$ cat config.mk
export PLATFORM = sky130hd
export DESIGN_NAME = pid_channel_nonlinear_gain_top_flat
export DESIGN_NICKNAME = d
export VERILOG_FILES = /design/src/rtl/pidng_pkg.sv /design/src/rtl/pidng_if.sv /design/src/rtl/pidng_mul.sv /design/src/rtl/pidng_div.sv /design/src/rtl/pid_channel_nonlinear_gain_top.sv /design/src/flat_wrapper.sv
export SDC_FILE = /design/constraint.sdc
export NUM_CORES = 2
export LEC_CHECK = 0
export ABC_AREA = 1
export BUFFER_PORTS_ARGS = -buffer_cell sky130_fd_sc_hd__buf_4
export CAP_MARGIN = 10
export CELL_PAD_IN_SITES_DETAIL_PLACEMENT = 1
export CELL_PAD_IN_SITES_GLOBAL_PLACEMENT = 2
export CORE_MARGIN = 2
export CORE_UTILIZATION = 30
export DETAILED_ROUTE_END_ITERATION = 12
export PLACE_DENSITY_LB_ADDON = 0.1
export SLEW_MARGIN = 20
export SYNTH_ARGS = -nofsm -noshare
export SYNTH_HDL_FRONTEND = slang
export SYNTH_SLANG_ARGS = --single-unit
$ cat constraint.sdc
create_clock -name clk -period 16.1 [get_ports clk]
set_input_delay 0.805 -clock clk [delete_from_list [all_inputs] [get_ports clk]]
set_output_delay 0.805 -clock clk [all_outputs]
set_load 0.02 [all_outputs]
$ cat src/rtl/pidng_pkg.sv
`timescale 1ns / 1ps
// Shared types, widths, constants and the saturation helper of the PID channel.
// No dependencies; every other file of the block but the assertion macros header imports it.
package pidng_pkg;

	localparam int DATA_W    = 32;
	localparam int STEP_W    = 31;
	localparam int CFG_IDX_W = 3;

	// Shift-add multiplier operand and product widths
	localparam int MA_W = DATA_W + 2;
	localparam int MB_W = DATA_W + 1;
	localparam int P_W  = MA_W + MB_W;

	// Ratio divider operand width
	localparam int DIV_W = DATA_W + 1;

	localparam logic signed [DATA_W-1:0] DATA_MAX = {1'b0, {(DATA_W-1){1'b1}}};
	localparam logic signed [DATA_W-1:0] DATA_MIN = {1'b1, {(DATA_W-1){1'b0}}};

	// Register reset values (Q16.16)
	localparam logic                     RST_MODE      = 1'b0;
	localparam logic signed [DATA_W-1:0] RST_UPPER     = 32'sd196608;
	localparam logic signed [DATA_W-1:0] RST_LOWER     = -32'sd196608;
	localparam logic signed [DATA_W-1:0] RST_GAIN_N    = 32'sd32768;
	localparam logic signed [DATA_W-1:0] RST_GAIN_V    = 32'sd32768;
	localparam logic signed [DATA_W-1:0] RST_GAIN_P    = 32'sd32768;
	localparam logic [STEP_W-1:0]        RST_STEP_TIME = 31'd655;
	localparam logic [STEP_W-1:0]        RST_STEP_RATE = 31'd6553600;

	typedef enum logic [CFG_IDX_W-1:0] {
		CFG_MODE,
		CFG_UPPER,
		CFG_LOWER,
		CFG_GAIN_N,
		CFG_GAIN_V,
		CFG_GAIN_P,
		CFG_STEP_TIME,
		CFG_STEP_RATE
	} cfg_idx_t;

	typedef struct packed {
		logic                   start;
		logic signed [MA_W-1:0] a;
		logic signed [MB_W-1:0] b;
	} mul_req_t;

	typedef struct packed {
		logic                  done;
		logic signed [P_W-1:0] p;
	} mul_rsp_t;

	typedef struct packed {
		logic             start;
		logic [DIV_W-1:0] dividend;
		logic [DIV_W-1:0] divisor;
	} div_req_t;

	// Clip a wide signed value to the signed data range
	function automatic logic signed [DATA_W-1:0] sat_data(input logic signed [P_W-1:0] x);
		if (x > P_W'(DATA_MAX)) begin
			return DATA_MAX;
		end
		if (x < P_W'(DATA_MIN)) begin
			return DATA_MIN;
		end
		return DATA_W'(x);
	endfunction

endpackage

$ cat src/rtl/pidng_if.sv
`timescale 1ns / 1ps
// Valid/ready channels of the PID channel: the sample item and the result item.
// Depends on pidng_pkg for the field widths.
interface pidng_sample_if import pidng_pkg::*; ();
	logic                     valid;
	logic                     ready;
	logic                     enable;
	logic signed [DATA_W-1:0] error;
	logic signed [DATA_W-1:0] velocity;

	modport source (output valid, enable, error, velocity, input ready);
	modport sink   (input valid, enable, error, velocity, output ready);
endinterface

interface pidng_result_if import pidng_pkg::*; ();
	logic                     valid;
	logic                     ready;
	logic signed [DATA_W-1:0] drive;

	modport source (output valid, drive, input ready);
	modport sink   (input valid, drive, output ready);
endinterface

$ cat src/rtl/pidng_mul.sv
`timescale 1ns / 1ps
// Bit-serial signed shift-add multiplier, one multiplier bit per cycle.
// Depends on pidng_pkg for the request and response structs.
module pidng_mul import pidng_pkg::*; (
	input  logic     clk,
	input  logic     arst_n,
	input  mul_req_t req,
	output mul_rsp_t rsp
);

	localparam int CNT_W = $clog2(MB_W);

	logic                   busy_q;
	logic                   done_q;
	logic [CNT_W-1:0]       cnt_q;
	logic signed [MA_W-1:0] a_q;
	logic signed [MA_W:0]   hi_q;
	logic [MB_W-1:0]        lo_q;

	logic                   last;
	logic signed [MA_W:0]   a_ext;
	logic signed [MA_W:0]   addend;
	logic signed [MA_W:0]   sum;
	logic [MA_W+MB_W:0]     prod_full;

	assign last  = (cnt_q == CNT_W'(MB_W - 1));
	assign a_ext = (MA_W + 1)'(a_q);

	// Top multiplier bit carries negative weight: subtract on the last step
	always_comb begin
		if (!lo_q[0]) begin
			addend = '0;
		end else if (last) begin
			addend = -a_ext;
		end else begin
			addend = a_ext;
		end
		sum = hi_q + addend;
	end

	always_ff @(posedge clk or negedge arst_n) begin
		if (!arst_n) begin
			busy_q <= 1'b0;
			done_q <= 1'b0;
			cnt_q  <= '0;
			a_q    <= '0;
			hi_q   <= '0;
			lo_q   <= '0;
		end else begin
			done_q <= 1'b0;
			if (req.start) begin
				busy_q <= 1'b1;
				cnt_q  <= '0;
				a_q    <= req.a;
				hi_q   <= '0;
				lo_q   <= req.b;
			end else if (busy_q) begin
				hi_q  <= sum >>> 1;
				lo_q  <= {sum[0], lo_q[MB_W-1:1]};
				cnt_q <= cnt_q + 1'b1;
				if (last) begin
					busy_q <= 1'b0;
					done_q <= 1'b1;
				end
			end
		end
	end

	assign prod_full = {hi_q, lo_q};
	assign rsp.done  = done_q;
	assign rsp.p     = prod_full[P_W-1:0];

endmodule

$ cat src/rtl/pidng_div.sv
`timescale 1ns / 1ps
// Restoring divider for the shaping ratio, one quotient bit per cycle.
// Depends on pidng_pkg; expects dividend below divisor, so FRAC_BITS bits suffice.
module pidng_div import pidng_pkg::*; #(
	parameter int FRAC_BITS = 16
) (
	input  logic                 clk,
	input  logic                 arst_n,
	input  div_req_t             req,
	output logic                 done,
	output logic [FRAC_BITS-1:0] quot
);

	localparam int CNT_W = $clog2(FRAC_BITS + 1);

	logic                 busy_q;
	logic                 done_q;
	logic [CNT_W-1:0]     cnt_q;
	logic [DIV_W-1:0]     rem_q;
	logic [DIV_W-1:0]     den_q;
	logic [FRAC_BITS-1:0] quot_q;

	logic [DIV_W:0]       trial;
	logic                 fits;

	assign trial = {rem_q, 1'b0};
	assign fits  = (trial >= {1'b0, den_q});

	always_ff @(posedge clk or negedge arst_n) begin
		if (!arst_n) begin
			busy_q <= 1'b0;
			done_q <= 1'b0;
			cnt_q  <= '0;
			rem_q  <= '0;
			den_q  <= '0;
			quot_q <= '0;
		end else begin
			done_q <= 1'b0;
			if (req.start) begin
				busy_q <= 1'b1;
				cnt_q  <= CNT_W'(FRAC_BITS);
				rem_q  <= req.dividend;
				den_q  <= req.divisor;
			end else if (busy_q) begin
				rem_q  <= fits ? DIV_W'(trial - {1'b0, den_q}) : trial[DIV_W-1:0];
				quot_q <= {quot_q[FRAC_BITS-2:0], fits};
				cnt_q  <= cnt_q - 1'b1;
				if (cnt_q == CNT_W'(1)) begin
					busy_q <= 1'b0;
					done_q <= 1'b1;
				end
			end
		end
	end

	assign done = done_q;
	assign quot = quot_q;

endmodule

$ cat src/rtl/pid_channel_nonlinear_gain_top.sv
`timescale 1ns / 1ps
// Top level of the nonlinear-gain PID channel: register file, sequencer, result register.
// Depends on pidng_pkg, pidng_if, pidng_mul and pidng_div.
//
// One PID channel evaluated once per sample item, values in fixed point with
// FRAC_BITS fraction bits, signed but for the unsigned step factors and ratio.
// Each accepted sample yields exactly one drive item. With enable low the integral
// and previous error clear and the drive is zero. Otherwise every product goes
// through one shared bit-serial multiplier, which sets the rate: a product takes
// an issue, a load, 33 shift-add steps and a capture. Mode 1 needs four products.
// Mode 0 needs five when the error magnitude is at or above the upper bound (or the
// window is empty), six when it lies below the lower bound, and seven when it lies
// inside the window, the latter plus a restoring division for the ratio. One sample
// is in work at a time: sample.ready is high only while the sequencer is idle. A
// finished drive waits in an output register, so the next sample is taken while the
// previous drive is still stalled. Write configuration only while the block is idle.
module pid_channel_nonlinear_gain_top
	import pidng_pkg::*;
#(
	parameter int FRAC_BITS = 16
) (
	input  logic                  clk,
	input  logic                  arst_n,
	pidng_sample_if.sink          sample,
	pidng_result_if.source        result,
	input  logic                  cfg_wen,
	input  logic [CFG_IDX_W-1:0]  cfg_index,
	input  logic [DATA_W-1:0]     cfg_wdata
);

	localparam int SUM_W = MA_W + 1;

	typedef enum logic [3:0] {
		ST_IDLE,
		ST_SHAPE,
		ST_MUL_SMALL,
		ST_MUL_K,
		ST_DIV_R,
		ST_MUL_UK,
		ST_FIX_Y,
		ST_MUL_T,
		ST_CLAMP,
		ST_MUL_DR,
		ST_MUL_DV,
		ST_MUL_SN,
		ST_SUM_Q,
		ST_MUL_Q,
		ST_DONE
	} state_t;

	// Configuration registers
	logic                     mode_q;
	logic signed [DATA_W-1:0] upper_q;
	logic signed [DATA_W-1:0] lower_q;
	logic signed [DATA_W-1:0] gain_n_q;
	logic signed [DATA_W-1:0] gain_v_q;
	logic signed [DATA_W-1:0] gain_p_q;
	logic [STEP_W-1:0]        step_time_q;
	logic [STEP_W-1:0]        step_rate_q;

	// Sequencer and working registers
	state_t                   state_q;
	logic                     issued_q;
	mul_req_t                 mul_req_q;
	div_req_t                 div_req_q;
	logic signed [DATA_W-1:0] e_q;
	logic signed [DATA_W-1:0] v_q;
	logic signed [DATA_W-1:0] x_q;
	logic signed [DATA_W-1:0] k_q;
	logic [FRAC_BITS-1:0]     r_q;
	logic signed [MA_W-1:0]   t_q;
	logic signed [P_W-1:0]    sraw_q;
	logic signed [DATA_W-1:0] diff_q;
	logic signed [DATA_W-1:0] t1_q;
	logic signed [DATA_W-1:0] dterm_q;
	logic signed [DATA_W-1:0] pt_q;
	logic signed [DATA_W-1:0] q_q;
	logic signed [DATA_W-1:0] res_q;
	logic signed [DATA_W-1:0] integral_q;
	logic signed [DATA_W-1:0] prev_q;
	logic                     out_valid_q;
	logic signed [DATA_W-1:0] drive_q;

	// Shared arithmetic units
	mul_rsp_t                 mul_rsp;
	logic                     div_done;
	logic [FRAC_BITS-1:0]     div_quot;

	logic                     mul_state;
	logic signed [MA_W-1:0]   mul_a;
	logic signed [MB_W-1:0]   mul_b;
	logic signed [P_W-1:0]    mp_sh;
	logic signed [DATA_W-1:0] mp_sat;

	logic signed [MA_W-1:0]   e_x;
	logic signed [MA_W-1:0]   abs_x;
	logic signed [MA_W-1:0]   u_x;
	logic signed [MA_W-1:0]   l_x;
	logic signed [MA_W-1:0]   span_x;
	logic signed [MA_W-1:0]   d_x;
	logic signed [SUM_W-1:0]  y_sum;
	logic signed [DATA_W-1:0] y_pos;
	logic signed [DATA_W-1:0] y_val;
	logic signed [DATA_W-1:0] s_clamp;
	logic signed [MA_W-1:0]   q_sum;

	pidng_mul u_mul (
		.clk    (clk),
		.arst_n (arst_n),
		.req    (mul_req_q),
		.rsp    (mul_rsp)
	);

	pidng_div #(
		.FRAC_BITS (FRAC_BITS)
	) u_div (
		.clk    (clk),
		.arst_n (arst_n),
		.req    (div_req_q),
		.done   (div_done),
		.quot   (div_quot)
	);

	// Register writes; an unknown index is dropped
	always_ff @(posedge clk or negedge arst_n) begin
		if (!arst_n) begin
			mode_q      <= RST_MODE;
			upper_q     <= RST_UPPER;
			lower_q     <= RST_LOWER;
			gain_n_q    <= RST_GAIN_N;
			gain_v_q    <= RST_GAIN_V;
			gain_p_q    <= RST_GAIN_P;
			step_time_q <= RST_STEP_TIME;
			step_rate_q <= RST_STEP_RATE;
		end else if (cfg_wen) begin
			case (cfg_idx_t'(cfg_index))
				CFG_MODE:      mode_q      <= cfg_wdata[0];
				CFG_UPPER:     upper_q     <= cfg_wdata;
				CFG_LOWER:     lower_q     <= cfg_wdata;
				CFG_GAIN_N:    gain_n_q    <= cfg_wdata;
				CFG_GAIN_V:    gain_v_q    <= cfg_wdata;
				CFG_GAIN_P:    gain_p_q    <= cfg_wdata;
				CFG_STEP_TIME: step_time_q <= cfg_wdata[STEP_W-1:0];
				CFG_STEP_RATE: step_rate_q <= cfg_wdata[STEP_W-1:0];
				default: ;
			endcase
		end
	end

	// Product back from the multiplier: floor shift by the fraction, then clip
	assign mp_sh  = mul_rsp.p >>> FRAC_BITS;
	assign mp_sat = sat_data(mp_sh);

	// Shaping window tests on the true magnitude of the error
	assign e_x    = MA_W'(e_q);
	assign abs_x  = e_q[DATA_W-1] ? -e_x : e_x;
	assign u_x    = MA_W'(upper_q);
	assign l_x    = MA_W'(lower_q);
	assign span_x = u_x - l_x;
	assign d_x    = abs_x - l_x;

	// Middle segment: k + (U-k)*r, mirrored for a negative error
	always_comb begin
		y_sum = SUM_W'(k_q) + SUM_W'(t_q);
		y_pos = sat_data(P_W'(y_sum));
		if (!e_q[DATA_W-1]) begin
			y_val = y_pos;
		end else if (y_pos == DATA_MIN) begin
			y_val = DATA_MAX;
		end else begin
			y_val = -y_pos;
		end
	end

	// Integrator clamp: the upper bound wins when the bounds are crossed
	always_comb begin
		if (sraw_q > P_W'(upper_q)) begin
			s_clamp = upper_q;
		end else if (sraw_q < P_W'(lower_q)) begin
			s_clamp = lower_q;
		end else begin
			s_clamp = DATA_W'(sraw_q);
		end
	end

	// Mode 1 subtracts the velocity term
	assign q_sum = e_x + MA_W'(pt_q) + (mode_q ? -MA_W'(dterm_q) : MA_W'(dterm_q));

	// Operands for each product step
	always_comb begin
		mul_state = state_q inside {ST_MUL_SMALL, ST_MUL_K, ST_MUL_UK, ST_MUL_T,
			ST_MUL_DR, ST_MUL_DV, ST_MUL_SN, ST_MUL_Q};
		case (state_q)
			ST_MUL_SMALL: begin
				mul_a = MA_W'(gain_n_q);
				mul_b = MB_W'(e_q);
			end
			ST_MUL_K: begin
				mul_a = MA_W'(gain_n_q);
				mul_b = MB_W'(lower_q);
			end
			ST_MUL_UK: begin
				mul_a = u_x - MA_W'(k_q);
				mul_b = MB_W'(r_q);
			end
			ST_MUL_T: begin
				mul_a = MA_W'(x_q);
				mul_b = MB_W'(step_time_q);
			end
			ST_MUL_DR: begin
				mul_a = MA_W'(diff_q);
				mul_b = MB_W'(step_rate_q);
			end
			ST_MUL_DV: begin
				mul_a = mode_q ? MA_W'(v_q) : MA_W'(t1_q);
				mul_b = MB_W'(gain_v_q);
			end
			ST_MUL_SN: begin
				mul_a = MA_W'(integral_q);
				mul_b = MB_W'(gain_n_q);
			end
			ST_MUL_Q: begin
				mul_a = MA_W'(q_q);
				mul_b = MB_W'(gain_p_q);
			end
			default: begin
				mul_a = '0;
				mul_b = '0;
			end
		endcase
	end

	always_ff @(posedge clk or negedge arst_n) begin
		if (!arst_n) begin
			state_q     <= ST_IDLE;
			issued_q    <= 1'b0;
			mul_req_q   <= '0;
			div_req_q   <= '0;
			e_q         <= '0;
			v_q         <= '0;
			x_q         <= '0;
			k_q         <= '0;
			r_q         <= '0;
			t_q         <= '0;
			sraw_q      <= '0;
			diff_q      <= '0;
			t1_q        <= '0;
			dterm_q     <= '0;
			pt_q        <= '0;
			q_q         <= '0;
			res_q       <= '0;
			integral_q  <= '0;
			prev_q      <= '0;
			out_valid_q <= 1'b0;
			drive_q     <= '0;
		end else begin
			// Launch the shared unit once on entry to a product or ratio step
			if (mul_state && !issued_q) begin
				mul_req_q <= '{start: 1'b1, a: mul_a, b: mul_b};
			end else begin
				mul_req_q.start <= 1'b0;
			end
			if (state_q == ST_DIV_R && !issued_q) begin
				div_req_q <= '{start: 1'b1, dividend: DIV_W'(d_x), divisor: DIV_W'(span_x)};
			end else begin
				div_req_q.start <= 1'b0;
			end
			if (mul_rsp.done || div_done) begin
				issued_q <= 1'b0;
			end else if ((mul_state || state_q == ST_DIV_R) && !issued_q) begin
				issued_q <= 1'b1;
			end

			// Load a finished drive when the output register is free; drop a taken one
			if (state_q == ST_DONE && (!out_valid_q || result.ready)) begin
				out_valid_q <= 1'b1;
			end else if (result.ready) begin
				out_valid_q <= 1'b0;
			end

			case (state_q)
				ST_IDLE: begin
					if (sample.valid) begin
						e_q <= sample.error;
						v_q <= sample.velocity;
						if (!sample.enable) begin
							integral_q <= '0;
							prev_q     <= '0;
							res_q      <= '0;
							state_q    <= ST_DONE;
						end else if (mode_q) begin
							x_q     <= sample.error;
							state_q <= ST_MUL_T;
						end else begin
							state_q <= ST_SHAPE;
						end
					end
				end
				ST_SHAPE: begin
					if (abs_x >= u_x) begin
						x_q     <= e_q;
						state_q <= ST_MUL_T;
					end else if (abs_x < l_x) begin
						state_q <= ST_MUL_SMALL;
					end else if (span_x[MA_W-1] || span_x == '0) begin
						x_q     <= e_q;
						state_q <= ST_MUL_T;
					end else begin
						state_q <= ST_MUL_K;
					end
				end
				ST_MUL_SMALL: begin
					if (mul_rsp.done) begin
						x_q     <= mp_sat;
						state_q <= ST_MUL_T;
					end
				end
				ST_MUL_K: begin
					if (mul_rsp.done) begin
						k_q     <= mp_sat;
						state_q <= ST_DIV_R;
					end
				end
				ST_DIV_R: begin
					if (div_done) begin
						r_q     <= div_quot;
						state_q <= ST_MUL_UK;
					end
				end
				ST_MUL_UK: begin
					if (mul_rsp.done) begin
						t_q     <= MA_W'(mp_sh);
						state_q <= ST_FIX_Y;
					end
				end
				ST_FIX_Y: begin
					x_q     <= y_val;
					state_q <= ST_MUL_T;
				end
				ST_MUL_T: begin
					if (mul_rsp.done) begin
						sraw_q  <= mp_sh + P_W'(integral_q);
						state_q <= ST_CLAMP;
					end
				end
				ST_CLAMP: begin
					integral_q <= s_clamp;
					if (mode_q) begin
						state_q <= ST_MUL_DV;
					end else begin
						diff_q  <= sat_data(P_W'(e_x - MA_W'(prev_q)));
						prev_q  <= e_q;
						state_q <= ST_MUL_DR;
					end
				end
				ST_MUL_DR: begin
					if (mul_rsp.done) begin
						t1_q    <= mp_sat;
						state_q <= ST_MUL_DV;
					end
				end
				ST_MUL_DV: begin
					if (mul_rsp.done) begin
						dterm_q <= mp_sat;
						state_q <= ST_MUL_SN;
					end
				end
				ST_MUL_SN: begin
					if (mul_rsp.done) begin
						pt_q    <= mp_sat;
						state_q <= ST_SUM_Q;
					end
				end
				ST_SUM_Q: begin
					q_q     <= sat_data(P_W'(q_sum));
					state_q <= ST_MUL_Q;
				end
				ST_MUL_Q: begin
					if (mul_rsp.done) begin
						res_q   <= mp_sat;
						state_q <= ST_DONE;
					end
				end
				ST_DONE: begin
					// Hold until the output register is free
					if (!out_valid_q || result.ready) begin
						drive_q <= res_q;
						state_q <= ST_IDLE;
					end
				end
				default: begin
					state_q <= ST_IDLE;
				end
			endcase
		end
	end

	assign sample.ready = (state_q == ST_IDLE);
	assign result.valid = out_valid_q;
	assign result.drive = drive_q;

endmodule

$ cat src/flat_wrapper.sv
// flat-port wrapper written by rule: the top's interface ports become plain ports
module pid_channel_nonlinear_gain_top_flat import pidng_pkg::*;
#(
	parameter int FRAC_BITS = 16
)
  (clk, arst_n, cfg_wen, cfg_index, cfg_wdata, sample_valid, sample_enable, sample_error, sample_velocity, sample_ready, result_valid, result_drive, result_ready);
  pidng_sample_if sample_i ();
  pidng_result_if result_i ();
  input  logic clk;
  input  logic arst_n;
  input  logic cfg_wen;
  input  logic [CFG_IDX_W-1:0] cfg_index;
  input  logic [DATA_W-1:0] cfg_wdata;
  input wire logic [$bits(sample_i.valid)-1:0] sample_valid;
  input wire logic [$bits(sample_i.enable)-1:0] sample_enable;
  input wire logic [$bits(sample_i.error)-1:0] sample_error;
  input wire logic [$bits(sample_i.velocity)-1:0] sample_velocity;
  output wire logic [$bits(sample_i.ready)-1:0] sample_ready;
  output wire logic [$bits(result_i.valid)-1:0] result_valid;
  output wire logic [$bits(result_i.drive)-1:0] result_drive;
  input wire logic [$bits(result_i.ready)-1:0] result_ready;
  assign sample_i.valid = sample_valid;
  assign sample_i.enable = sample_enable;
  assign sample_i.error = sample_error;
  assign sample_i.velocity = sample_velocity;
  assign sample_ready = sample_i.ready;
  assign result_valid = result_i.valid;
  assign result_drive = result_i.drive;
  assign result_i.ready = result_ready;
  pid_channel_nonlinear_gain_top #(.FRAC_BITS(FRAC_BITS)) u_core (.clk(clk), .arst_n(arst_n), .sample(sample_i), .result(result_i), .cfg_wen(cfg_wen), .cfg_index(cfg_index), .cfg_wdata(cfg_wdata));
endmodule
* Word level (Yosys, flattened, before mapping) *
Cells that the tools add are included.

operators by class
  add/sub/neg operators = 16
  $lt $le $gt $ge = 13
  equal/unequal tests = 41
  muxes and demuxes = 106
  bitwise gates (word level) = 2
  reductions and logical operators = 46

operators by type and width
  kind                                                                            count
  32-bit two-way mux                                                              30
  33-bit case mux with 8 select lines                                             1
  34-bit case mux with 7 select lines                                             1
  32-bit case mux with 2 select lines                                             3
  33-bit two-way mux                                                              5
  35-bit two-way mux                                                              4
  32-bit case mux with 4 select lines                                             1
  34-bit two-way mux                                                              3
  32-bit by 32-bit subtractor with 33-bit output                                  3
  32-bit negator with 34-bit output                                               2
  67-bit by 32-bit > comparator with 1-bit output                                 1
  67-bit by 32-bit > comparator with 1-bit output, second input constant          1
  67-bit by 32-bit less-than comparator with 1-bit output                         1
  67-bit by 32-bit less-than comparator with 1-bit output, second input constant  1
  4-bit case mux with 15 select lines                                             1
  4-bit two-way mux                                                               14
  51-bit by 32-bit adder with 52-bit output                                       1
  51-bit by 32-bit > comparator with 1-bit output, second input constant          1
  51-bit by 32-bit less-than comparator with 1-bit output, second input constant  1
  2-bit AND reduction                                                             19
  1-bit two-way mux                                                               36
  32-bit by 34-bit adder with 35-bit output                                       1
  35-bit adder                                                                    1
  35-bit by 32-bit > comparator with 1-bit output, second input constant          1
  other kinds (47)                                                                91

storage, ports and cells
  flip-flop bits (word level) = 1096
  output and inout bits = 34

* Logic depth before layout (Yosys ltp) *
  word-level depth = 10
  mapped depth = 33
  mapped depth without buffers = 33

* Cells and area by module *
A second synthesis with hierarchy kept.

unflattened totals
  cells, all modules = 9630
  area, all modules = 71671.2 um^2

by module, submodules not included
  module                          times used  cells an instance  area an instance (um^2)
  pid_channel_nonlinear_gain_top  1           7520               57407.6
  pidng_mul                       1           1067               7527.2
  pidng_div                       1           1043               6736.5

* Least setup slack after synthesis *
OpenSTA, ideal clock, no wires.

  path kind = register to register
  start = register u_core.dterm_q[0]
  end = register u_core.q_q[27]
  library setup time = 0.117 ns
  arrival time = 4.958 ns
  required time = 15.983 ns
  slack = 11.025 ns
  cell stages (with the launch flop) = 30
  period minus slack after synthesis = 5.075 ns
  cells stage by stage = dfrtp_1 -> inv_1 -> ha_1 -> inv_1 -> nor3_1 -> nand3_1 -> nor4_1 -> nand2_1 -> nor3_1 -> nand4_1 -> nor3_1 -> a31oi_1 -> a21oi_1 -> o21ai_0 -> a21oi_1 -> xor2_1 -> fa_1 -> inv_1 -> ha_1 -> inv_1 -> nor3_1 -> nand2_1 -> o41ai_1 -> xor2_1 -> nand2_2 -> buf_2 -> nand2_1 -> nand2_1 -> nand2_1 -> nand2_1

on the way
  cells in the longest elaborated chain, start to end = 9
  elaborated cells on any way between the ends = 13

RTL lines
  element                                                  line                                   RTL
  start, declared                                          pid_channel_nonlinear_gain_top.sv:75   logic signed [DATA_W-1:0] dterm_q;
  start signal, assigned                                   pid_channel_nonlinear_gain_top.sv:364  dterm_q <= mp_sat;
  32-bit negator with 34-bit output                        pid_channel_nonlinear_gain_top.sv:187  assign q_sum = e_x + MA_W'(pt_q) + (mode_q ? -MA_W'(dterm_q) : MA_W'(dterm_q));
  34-bit two-way mux *                                     pid_channel_nonlinear_gain_top.sv:187
  33-bit by 34-bit adder with 34-bit output *              pid_channel_nonlinear_gain_top.sv:187
  34-bit by 32-bit less-than comparator with 1-bit output  pidng_pkg.sv:64                        if (x < P_W'(DATA_MIN)) begin
  1-bit two-way mux (2 in series)                          pidng_pkg.sv:64
  1-bit two-way mux                                        pid_channel_nonlinear_gain_top.sv:281  case (state_q)
  32-bit two-way mux                                       pidng_pkg.sv:67                        return DATA_W'(x);
  32-bit two-way mux *                                     pidng_pkg.sv:64
  end signal, assigned                                     pid_channel_nonlinear_gain_top.sv:375  q_q <= sat_data(P_W'(q_sum));
  end, declared                                            pid_channel_nonlinear_gain_top.sv:77   logic signed [DATA_W-1:0] q_q;

Mark *: on every way between the ends. The rest lies on a longest branch, timed or not. The select of a mux whose other input is x is not followed.
A chain may end at the register's enable or synchronous reset.

* Final worst setup path *
  start = register u_core.e_q[1]
  end = register u_core.x_q[14]

on the way
  cells in the longest elaborated chain, start to end = 5
  elaborated cells on any way between the ends = 9

RTL lines
  element                                                                                                                      line                                                                          RTL
  start, declared                                                                                                              pid_channel_nonlinear_gain_top.sv:66                                          logic signed [DATA_W-1:0] e_q;
  start signal, assigned                                                                                                       pid_channel_nonlinear_gain_top.sv:284                                         e_q <= sample.error;
  32-bit negator with 34-bit output                                                                                            pid_channel_nonlinear_gain_top.sv:156                                         assign abs_x = e_q[DATA_W-1] ? -e_x : e_x;
  34-bit two-way mux *                                                                                                         pid_channel_nonlinear_gain_top.sv:156
  34-bit by 32-bit less-than comparator with 1-bit output or 34-bit by 32-bit >= comparator with 1-bit output (tied branches)  pid_channel_nonlinear_gain_top.sv:303, pid_channel_nonlinear_gain_top.sv:300
  3-bit by 2-bit inequality test with 1-bit output (no source line), or another cell as far along                              n/a
  7-bit AND reduction (no source line) or 32-bit case mux with 4 select lines (tied branches)                                  n/a
  end signal, assigned                                                                                                         pid_channel_nonlinear_gain_top.sv:301                                         x_q <= e_q;
  end signal, assigned                                                                                                         pid_channel_nonlinear_gain_top.sv:306                                         x_q <= e_q;
  end signal, assigned                                                                                                         pid_channel_nonlinear_gain_top.sv:314                                         x_q <= mp_sat;
  end, declared                                                                                                                pid_channel_nonlinear_gain_top.sv:68                                          logic signed [DATA_W-1:0] x_q;

Mark *: on every way between the ends. The rest lies on a longest branch, timed or not.

==> results.md <==
- Status: finished clean
- Final Cycle Share: 0.456
- Final Non-Filler Cells: 12400
- DR iter-0 viols: 4859
- Distinct cell type count after synthesis: 68
- Placement Setup Slack: 8.59 ns
- Setup crit start kind: register
- Clk_lat worst skew: 0.86 ns
- Setup CP Type: reg2reg
- CTS sink cnt: 1077
- Power, Total: 8.57 mW
- Die Ht: 484 um
- Area Growth Syn to Fin: 14.5%
- Cell taking the most area after synthesis: dfrtp_1
- H-tree depth: 4
- Cell Area, Placed: 74000 um^2
- DR WL/cell: 28.7 um
- Post-DP HPWL: 279000 um
- Count of final hold-check violations: 0
- Max Root-Sink Buffers: 3
- Worst Path Buf+Inv: 5
- TritonCTS clock tree: built
- Synth top area share: 0.380
- Worst Max-Slew Pin Slew: 1.23 ns
- Largest stage delay on the critical path: 0.79 ns
- First-pass GRT wire length: 504000 um
- Fmax: 136 MHz
- Layout cells sized above 1: 0.0764
- CTS buffer count: 144
- Post-Syn Instances: 9115
- PortBufs: 138
- Vias per cell: 5.32
- Total grt overflow: 0
- Core area: 229000 um^2
- IO Pins: 139
- Cells after DPL: 12100
- Vias: 65800
- WP data required: 16.80 ns
- Clock skew: 0.0677 ns
- Synth Flop Type: dfrtp_1
- Initial antenna violation count: 37
- Max Cap Viol: 0
- Initial Util: 0.301
- Leak Pwr: 39.1 nW
- 1st-pass router iterations: 7
- Crit Path Max Fanout: 44
- Worst setup EP type: register
- Syn. warnings: 0
- Clock slew at reported path FFs: 0.06 ns
- Die ar.: 234000 um^2
- RSZ-0062 raised after global routing: no
- PwrDens: 108 nW/um^2
- Most frequent cell after synthesis: nand2_1
- GRT Total Usage: 0.298
- Commonest cells in the netlist: nand2_1, o21ai_0, inv_1, dfrtp_1, a21oi_1
- Synth Cell Area: 69100 um^2
- Num rows: 176
- Synth top area cells: dfrtp_1, nand2_1, ha_1
- Avg Cell Area, Syn: 7.58 um^2
- Largest net degree at the start of global routing: 179
- Routability cong.: 0.961
- Most common cell on crit path: inv_1
- Clock root cell: clkbuf_16
- WL final: 355000 um
- FF+latch count, synth: 1077
- Post-synth EDFFs: 0
- DR DRC count: 0
- Fin area: 79100 um^2
- Fillers: 27900
- Final min period: 7.34 ns
- Resized cells post-CTS: 0
- Die width: 484 um
- Slowest stage cell, crit path: nand2_2
- Top cell family by delay on the critical path: simple AND/OR/NAND/NOR gates
- Nets@finish: 9824
- TNS Setup: 0 ns
- Setup violators final: 0
- Worst vdd ir: 0.0948 mV
- FFs w/ async S/R, synth: 1.00
- Final setup margin: 8.76 ns
- Worst path arrival time: 8.04 ns
- Seq/Total Area, Yosys: 0.391
- Slew headroom: 0.179
- Vias in the first global route: 67200
- DRT antenna net count: 0
- HP Class: in2reg
- Slew Viols, Final: 0
## where the power goes
part | total (mW) | leakage [nW] | internal [mW] | switching [mW]
sequential | 3.05 | 13.9 | 2.87 | 0.183
clock | 3.35 | 2.39 | 1.94 | 1.41
combinational | 2.17 | 22.8 | 0.611 | 1.56
total | 8.57 | 39.1 | 5.42 | 3.15
## cell usage in the layout (no fill, tap or decap), types with 35 or more instances in the layout
master	count
nor3_1	83
nand4_1	91
ha_1	458
nand2_1	2449
dfrtp_1	1043
buf_4	287
a22oi_1	57
xor2_1	207
o211ai_1	54
xnor2_1	98
o221ai_1	40
nand3_1	260
nor2_1	460
o21ai_0	1104
nor4_1	41
a31oi_1	35
fa_1	42
clkbuf_16	145
a21oi_1	539
a221oi_1	78
o22ai_1	96
o21a_1	35
inv_1	1090
## cell type report
cell class,count,area [um^2],area share
multi-input cells,6585,36800,0.465
repair buffers,297,2350,0.0297
diodes,9,22.5,0.000285
inverters,1114,4180,0.0529
clock buffers,209,4170,0.0527
well taps,3026,3790,0.0479
flip-flops and latches,1077,27000,0.341
clock inverters,48,774,0.00980
## through the flow
| step | util | hold slack (ns) |
|---|---|---|
| finish | 0.345 | 0.147 |
| global route | 0.344 | 0.117 |
| CTS | 0.344 | 0.108 |
| detailed placement | 0.322 | 0.461 |
| global placement | 0.322 | 0.456 |
| floorplan | - | 0.428 |
## worst reg2reg max path, delay by kind of cell (launching register included)
kind / cells / cell delay (ns)
AO/OA/AOI/OAI: 6 / 1.69
AND/OR/NAND/NOR: 15 / 2.97
XOR/XNOR: 1 / 0.31
adder cells (fa/ha/maj): 2 / 0.52
flip-flops: 1 / 0.45
buffers and inverters: 5 / 1.23
## cell families after synthesis
logic type	count (synthesis)	synth area share
compound gates	2256	0.187
fa+ha+maj	500	0.0951
other cells	1	0.0000543
flops	1077	0.391
buf+inv	1456	0.0805
simple gates	3506	0.206
mux	14	0.00228
xor+xnor	305	0.0387
## flip-flops by register name (all words and copies together) (netlist names), 33 cells and up
signal and count:
u_core.div_req_q 67, u_core.mul_req_q 66, u_core.sraw_q 52, u_core.t_q 34
u_core.u_div.den_q 33, u_core.u_div.rem_q 33, u_core.u_mul.a_q 33, u_core.u_mul.hi_q 34
u_core.u_mul.lo_q 33
## timing repair
item | 4_1_cts | 5_1_grt
setup buffers | 0 | 0
hold buffers | 1 | 0
setup endpoints to repair | 0 | 0
endpoints found under the hold margin | 40 | 0
## path summary, 6_finish.rpt
check	slack, ns	cells after the start	start	endpoint
setup / recovery	8.76	29	u_core.e_q[1]	u_core.x_q[14]
max in group asynchronous	12.40	5	arst_n	u_core.e_q[31]
hold / removal	0.15	3	sample_velocity[17]	u_core.v_q[17]
min in group asynchronous	0.49	2	arst_n	u_core.u_mul.cnt_q[1]
setup reg to reg	8.76	29	u_core.e_q[1]	u_core.x_q[14]
hold reg to reg	0.47	2	u_core.v_q[22]	u_core.v_q[22]
## per-layer routing
layer | part of all wire | track usage | up-vias
met5 | 0.00012 | 0 | -
met4 | 0.049 | 0.129 | 6
met3 | 0.046 | 0.0392 | 436
met2 | 0.45 | 0.472 | 1528
met1 | 0.46 | 0.406 | 33400
li1 | - | - | 30500
Note: power is estimated with default switching activity, not from simulation.
